$ cat src/assert_macros.svh
// Assertion macros used by the top level of the convolution core.
`ifndef ASSERT_MACROS_SVH
`define ASSERT_MACROS_SVH

// Property must hold at every clock edge outside reset.
`define ASSERT_ALWAYS(lbl, clk, rst_n, prop) \
    lbl: assert property (@(posedge clk) disable iff (!rst_n) (prop)) \
        else $error("assertion failed");

// Consequent must hold in the cycle after the antecedent.
`define ASSERT_NEXT(lbl, clk, rst_n, ante, cons) \
    lbl: assert property (@(posedge clk) disable iff (!rst_n) (ante) |=> (cons)) \
        else $error("assertion failed");

`endif

$ cat src/cce_pkg.sv
// Shared types and constants of the clamp-to-edge convolution core.
`default_nettype none

package cce_pkg;

    // Word field widths
    localparam int ACTION_W  = 2;
    localparam int TAP_IDX_W = 6;
    localparam int ROW_W     = 10;
    localparam int COL_W     = 4;
    localparam int VALUE_W   = 16;
    localparam int SUM_W     = 37;
    localparam int PROD_W    = 2 * VALUE_W;

    // Configuration register widths
    localparam int ROW_CNT_W  = 11;
    localparam int COL_CNT_W  = 5;
    localparam int CFG_DATA_W = 11;
    localparam int CFG_IDX_W  = 1;

    // Command queue between front and back; depth must be a power of two
    localparam int QUEUE_DEPTH = 2;

    typedef enum logic [ACTION_W-1:0] {
        ACT_TAP  = 2'd0,
        ACT_PIX  = 2'd1,
        ACT_CONV = 2'd2
    } t_action;

    typedef enum logic [CFG_IDX_W-1:0] {
        CFG_ROW_COUNT = 1'b0,
        CFG_COL_COUNT = 1'b1
    } t_cfg_idx;

    typedef struct packed {
        t_action                   op;
        logic [TAP_IDX_W-1:0]      tap_index;
        logic [ROW_W-1:0]          row;
        logic [COL_W-1:0]          col;
        logic signed [VALUE_W-1:0] value;
    } t_cmd;

    typedef struct packed {
        logic start;
        logic done;
    } t_bstat;

endpackage

`default_nettype wire

$ cat src/cce_front.sv
// Front end: accepts input words, drops the ignored ones, queues commands.
`default_nettype none

module cce_front #(
    parameter int MAX_ROWS    = 1024,
    parameter int MAX_COLS    = 16,
    parameter int KERNEL_SIZE = 5
) (
    input  wire logic                                  i_clk,
    input  wire logic                                  i_rst_n,
    input  wire logic                                  i_push,
    output logic                                       o_full,
    input  wire logic [cce_pkg::ACTION_W-1:0]          i_action,
    input  wire logic [cce_pkg::TAP_IDX_W-1:0]         i_tap_index,
    input  wire logic [cce_pkg::ROW_W-1:0]             i_row,
    input  wire logic [cce_pkg::COL_W-1:0]             i_col,
    input  wire logic signed [cce_pkg::VALUE_W-1:0]    i_value,
    output logic                                       o_cmd_valid,
    output cce_pkg::t_cmd                              o_cmd,
    input  wire logic                                  i_cmd_pop
);
    import cce_pkg::*;

    localparam int TAPS = KERNEL_SIZE * KERNEL_SIZE;
    localparam int QPW  = (QUEUE_DEPTH > 1) ? $clog2(QUEUE_DEPTH) : 1;
    localparam int QCW  = $clog2(QUEUE_DEPTH + 1);

    t_cmd            r_q [QUEUE_DEPTH];
    logic [QPW-1:0]  r_wr_ptr;
    logic [QPW-1:0]  r_rd_ptr;
    logic [QCW-1:0]  r_count;

    logic   w_keep;
    t_cmd   w_cmd;
    logic   w_wr;
    logic   w_rd;

    always_comb begin
        w_cmd.op        = t_action'(i_action);
        w_cmd.tap_index = i_tap_index;
        w_cmd.row       = i_row;
        w_cmd.col       = i_col;
        w_cmd.value     = i_value;
        case (i_action)
            ACT_TAP: begin
                w_keep = (32'(i_tap_index) < 32'(TAPS));
            end
            ACT_PIX: begin
                w_keep = (32'(i_row) < 32'(MAX_ROWS)) && (32'(i_col) < 32'(MAX_COLS));
            end
            ACT_CONV: begin
                w_keep = 1'b1;
            end
            default: begin
                w_keep = 1'b0;
            end
        endcase
    end

    assign o_full      = (r_count == QCW'(QUEUE_DEPTH));
    assign o_cmd_valid = (r_count != '0);
    assign o_cmd       = r_q[r_rd_ptr];

    // Drop words that do nothing; they are still accepted.
    assign w_wr = i_push && !o_full && w_keep;
    assign w_rd = i_cmd_pop && o_cmd_valid;

    always_ff @(posedge i_clk) begin
        if (w_wr) begin
            r_q[r_wr_ptr] <= w_cmd;
        end
    end

    always_ff @(posedge i_clk) begin
        if (!i_rst_n) begin
            r_wr_ptr <= '0;
            r_rd_ptr <= '0;
            r_count  <= '0;
        end else begin
            if (w_wr) begin
                r_wr_ptr <= r_wr_ptr + 1'b1;
            end
            if (w_rd) begin
                r_rd_ptr <= r_rd_ptr + 1'b1;
            end
            if (w_wr && !w_rd) begin
                r_count <= r_count + 1'b1;
            end else if (w_rd && !w_wr) begin
                r_count <= r_count - 1'b1;
            end
        end
    end

endmodule

`default_nettype wire

$ cat config.mk
export PLATFORM = sky130hd
export DESIGN_NAME = cce_front
export DESIGN_NICKNAME = d
export VERILOG_FILES = /design/src/assert_macros.svh /design/src/cce_pkg.sv /design/src/cce_front.sv
export SDC_FILE = /design/constraint.sdc
export NUM_CORES = 1
export LEC_CHECK = 0
export BUFFER_PORTS_ARGS = -buffer_cell sky130_fd_sc_hd__buf_2
export CAP_MARGIN = 20
export CORE_MARGIN = 3
export CORE_UTILIZATION = 46
export CTS_CLUSTER_SIZE = 28
export DETAILED_ROUTE_END_ITERATION = 8
export PLACE_DENSITY_LB_ADDON = 0.25
export REMOVE_ABC_BUFFERS = 1
export SKIP_LAST_GASP = 1
export SYNTH_ARGS = -nofsm -noshare
export SYNTH_HDL_FRONTEND = slang
export SYNTH_SLANG_ARGS = --single-unit
$ cat constraint.sdc
create_clock -name i_clk -period 3.5 [get_ports i_clk]
set_clock_uncertainty 0.15 [all_clocks]
set_input_delay 0.35 -clock i_clk [delete_from_list [all_inputs] [get_ports i_clk]]
set_output_delay 0.35 -clock i_clk [all_outputs]
set_load 0.005 [all_outputs]
Yosys cells after proc, flatten, opt, wreduce, memory -nomap -nowiden
Memory sizes are Yosys's and may differ from the RTL's. A register that Yosys moved wholly into a read port is not among the register bits.
Index checks and enable logic that the tools add are counted.
Widths: inputs -> output; s select.
Storage, ports and cells
  register bits after elaboration: 4
  RAM bits: 76
  bits of input ports: 42
  output and inout port bits: 40
  word-level logic and storage cells: 31
  memories: 1
Operators by class
  $add $sub $neg: 4
  magnitude comparators: 1
  eq/ne operators: 3
  muxes and demuxes: 7
  reductions and logical operators: 12
Memories
  r_q: words 2, bits a word 38, rd ports 1, clocked after Yosys merged registers in 1, wr ports 1, RTL line cce_front.sv:28  | t_cmd r_q [QUEUE_DEPTH];
Operators with widths (number)
  $lt 6x5->1 const B: 1
  $logic_and 1x1->1: 5
  $eq 2x2->1 const B: 2
  $mux 1: 4
  $mux 2: 2
  $reduce_bool 2->1: 2
  $logic_not 1->1: 3
  $add 1x1->1 const B: 2
  $add 2x1->2 const B: 1
  $eq 2x1->1 const B: 1
  $logic_not 2->1: 1
  $pmux 1 s2: 1
  $reduce_or 2->1: 1
  $sub 2x1->2 const B: 1

Depth between registers and ports, before layout
  word-level depth: 8
  mapped depth: 8
  gate-level depth less buffers: 8

Worst setup path after synthesis
Ideal clock, no wire load.
  path type: input -> register
  start point: input i_action[0] in the netlist's numbering
  end point: memory r_q[0][0] in the netlist's numbering, enable pin
  setup time: 0.438 ns
  arrival time: 2.833 ns
  required time: 2.912 ns
  setup slack: 0.079 ns
  stages: 5
  buffers on the path: 0
  cell sequence: inv_1 ha_1 nor3_1 nor4_4 nor2b_1
Between the ends
  word-level cells in the longest chain between the ends: 6
RTL lines
  start, declared: RTL line cce_front.sv:13  | input wire logic [cce_pkg::ACTION_W-1:0] i_action,
  $eq 2x2->1 / $eq 2x1->1 (equally long branches): RTL line cce_front.sv:44  | case (i_action)
  $reduce_or 2->1 (no line)
  $pmux 1 s2 (*): RTL line cce_front.sv:44
  $logic_and 1x1->1 (*): RTL line cce_front.sv:65  | assign w_wr = i_push && !o_full && w_keep;
  named net w_wr: RTL line cce_front.sv:35  | logic w_wr;
  $mux 1 (*): RTL line cce_front.sv:69  | if (w_wr) begin
  $mux 1 (not written as such) (*): RTL line cce_front.sv:70  | r_q[r_wr_ptr] <= w_cmd;
  end, declared: RTL line cce_front.sv:28
Mark *: on every way through the listed nets, which the timed path passes. The rest lies on a longest branch.

==> summary by stage <==
STA
The final critical delay including setup and external delays is 2.34 ns. The portion of the clock cycle consumed by the worst path in the final layout is 66.9%. The final hold violation count is 0. Setup repair after global routing left no endpoint under its margin. The post-route setup TNS is 0 ns.

The headroom to the max-slew limit is between 30% and 40%. For the pin with the worst max-slew slack, the measured transition is just over 0.9 ns. The number of slew-limit violations in the final report was 0. The maximum achievable frequency is 427 MHz. The final count of negative-setup-slack endpoints is 0.

Routing
The post-detailed-route DRC marker count is 0. The pre-antenna-repair detailed-routing pass consisted of 4 iterations. The detail route stage leaves a number of antenna-violating nets equal to 0. The final route contains 1589 vias. The final wirelength is about 5200 um. The wire length per cell is 16.0 um. After the first detailed-routing iteration, the DRC count stood at 79.

In the routed layout, each cell is associated on average with a via count of 4.92.

Placement
The weighted congestion at the end of routability-driven global placement is 0.635. The count of input and output buffers is just over 80. The placed instance count is 308. Summed over all nets, the half-perimeter wirelength after detailed placement is 3510 um.

Worst setup path
The buffer and inverter count on the worst path is 1. The type of element capturing the critical path is a primary output. The worst path required time is 3.00 ns.

The startpoint class of the critical path is a flop. For this run, the slowest stage of the critical path takes 0.93 ns. Walking the worst path, the cells encountered are mux2_2 > buf_2. The data arrival time of the critical path is 1.84 ns. The maximum net fanout on the critical path is 38.

The type of the worst setup path is flop to primary output. The critical register-to-register path startpoint is r_count[0]$_SDFFE_PN0P_. On the critical path the largest part of the delay comes from flip-flops. Among all stages on the critical path, the largest delay is contributed by sky130_fd_sc_hd__dfxtp_2.

Clock tree
The CTS tree is done. The number of H-tree levels is 3. TritonCTS created 9 clock buffers. After clock tree synthesis, the clock-pin slew on the worst setup and hold paths is 0.07 ns. The cell sitting at the root of the clock tree is a sky130_fd_sc_hd__clkbuf_8.

The clock net sink count is a little over 80. The number of gates resized after CTS was 0. The clock passes through at most 2 buffers. In this run, post-CTS hold repair placed 0 buffers. The clock latency reported for the late side of the worst-skew pair is 0.34 ns. The setup fix buffers added after clock tree synthesis is 0.

Pwr
The total chip power is 2.40 mW. The power density over cell area is 640 nW/um^2. The leakage power figure is 1.42 nW.

The worst-case IR drop observed on VDD is 333 uV.

GRT
The number of global-route vias before repair is 1643. The number of antenna violations at the first check in global routing was 0. The pin count of the biggest net entering global routing is 39. Across every metal layer, demand over resource in global routing totals between 10% and 20%. The wire length of the first global-routing pass is 7890 um. The total overflow left after global routing is 0.

Status
The run finished with clean final reports.

Flow run
The max-cap check violation count is 0.

Yosys
Summed over all instances, the cell type with the most area after synthesis is sky130_fd_sc_hd__edfxtp_1. For this run, the register share of the synthesized area comes to 78.5%. In this run the biggest area consumer among cell types represents 75.2% of the synthesized area. The post-synthesis cell area is 3040 um^2.

By area the synthesized netlist is led by sky130_fd_sc_hd__edfxtp_1, sky130_fd_sc_hd__mux2_2, sky130_fd_sc_hd__dfxtp_1, sky130_fd_sc_hd__ha_1, sky130_fd_sc_hd__xor2_1. The number of unique standard cell types used by synthesis is 20. The count of flip-flops with a built-in enable after synthesis is 76. sky130_fd_sc_hd__edfxtp_1 is the most common cell in the netlist. After synthesis the netlist holds a flip-flop and latch count of 81.

The warning count from the yosys run is 0. The share of synthesized flip-flops with an asynchronous set or reset is 0%. Ranked by instance count, the synthesized netlist is headed by sky130_fd_sc_hd__edfxtp_1, sky130_fd_sc_hd__mux2_2, sky130_fd_sc_hd__dfxtp_1, sky130_fd_sc_hd__buf_2, sky130_fd_sc_hd__inv_1.

The average size of a mapped cell is between 15 and 20 um^2. For this run, the leading register cell type out of synthesis is sky130_fd_sc_hd__edfxtp_1. The gate count after technology mapping is approximately 150.

Layout
The number of antenna diodes in the final layout is 0. At the end of the flow, the number of nets in the layout was 289. The fraction of final layout cells sized beyond drive strength 1 is a little under three fifths. The finished layout holds 323 standard cells, fillers aside. The post-synthesis to final-layout area growth is 23.4%.

Floorplan
The total number of placement rows is 28. The number of placed I/O pins is 82. The full die area is 7610 um^2. The die is 87.3 um tall. Once the floorplan was initialized, standard cells occupied about half of the core. In this run the horizontal extent of the chip is 87.3 um.

In this run the standard cell core region covers 6170 um^2.

Hold path
The classification of the worst-slack hold path is primary input to flop. The startpoint of the tightest hold check path is i_col[0].
## worst paths after layout
kind / slack (ns) / end / cells after the start
min reg2reg: 0.35 / r_count[1]$_SDFFE_PN0P_ / 2
min: 0.05 / r_q[1][16]$_DFFE_PP_ / 1
max reg2reg: 1.33 / r_q[1][36]$_DFFE_PP_ / 4
max: 1.16 / o_cmd[14] / 2
## sequential cells by signal, indices dropped and copies added (netlist names), named ones only
register	count
r_count	2
r_rd_ptr	1
r_wr_ptr	1
r_q	76
## power breakdown
group | internal (mW) | switching (mW) | leakage, nW
clock | 0.395 | 0.301 | 0.101
sequential | 1.15 | 0.0895 | 0.735
combinational | 0.282 | 0.183 | 0.582
## layout by cell type, fill, tap and decap left out, types with 2 or more instances in the layout
cell	count
sky130_fd_sc_hd__nand2b_1	2
sky130_fd_sc_hd__ha_1	3
sky130_fd_sc_hd__buf_4	3
sky130_fd_sc_hd__dfxtp_1	4
sky130_fd_sc_hd__clkbuf_8	9
sky130_fd_sc_hd__clkbuf_1	2
sky130_fd_sc_hd__xor2_1	3
sky130_fd_sc_hd__a21oi_1	2
sky130_fd_sc_hd__mux2_2	38
sky130_fd_sc_hd__buf_2	81
sky130_fd_sc_hd__edfxtp_1	76
sky130_fd_sc_hd__nor2_1	3
sky130_fd_sc_hd__bufinv_16	2
sky130_fd_sc_hd__inv_1	4
sky130_fd_sc_hd__nand2_1	3
## kinds of logic after synthesis
group / synth area share (%)
multiplexers: 14.4
buffers and inverters: 1.15
XOR/XNOR: 0.865
AO/OA/AOI/OAI: 0.494
adder cells (fa/ha/maj): 1.24
AND/OR/NAND/NOR: 3.38
flip-flops: 78.5
## layout make-up
cell class / count / area (um^2)
inverter: 4 / 15.0
multi-input combinational: 64 / 628
clock buffer: 11 / 131
fill: 478 / 2420
timing repair buffer: 84 / 428
clock inverter: 4 / 68.8
tap: 75 / 93.8
sequential: 81 / 2380
## routing by layer
layer | GRT usage (%) | routed length (um) | vias to the layer above | share of wire (%)
met5 | 0 | 0 | - | 0
met4 | 7.11 | 60 | 0 | 1.2
met3 | 4.54 | 316 | 6 | 6.1
met2 | 23.0 | 2610 | 46 | 51
met1 | 17.3 | 2170 | 772 | 42
li1 | - | - | 765 | -
## per-stage QoR
stage,utilization (%),setup WS [ns],area (um^2),hold slack (ns)
after floorplan,-,0.0790,3020,0.299
after global placement,57.5,0.926,3550,0.334
after detailed placement,57.5,0.894,3550,0.349
after CTS,60.8,1.11,3750,0.0332
after global routing,60.8,1.04,3750,0.0254
final,60.8,1.16,3750,0.0474
No activity file was read; power rests on OpenSTA's default activity.
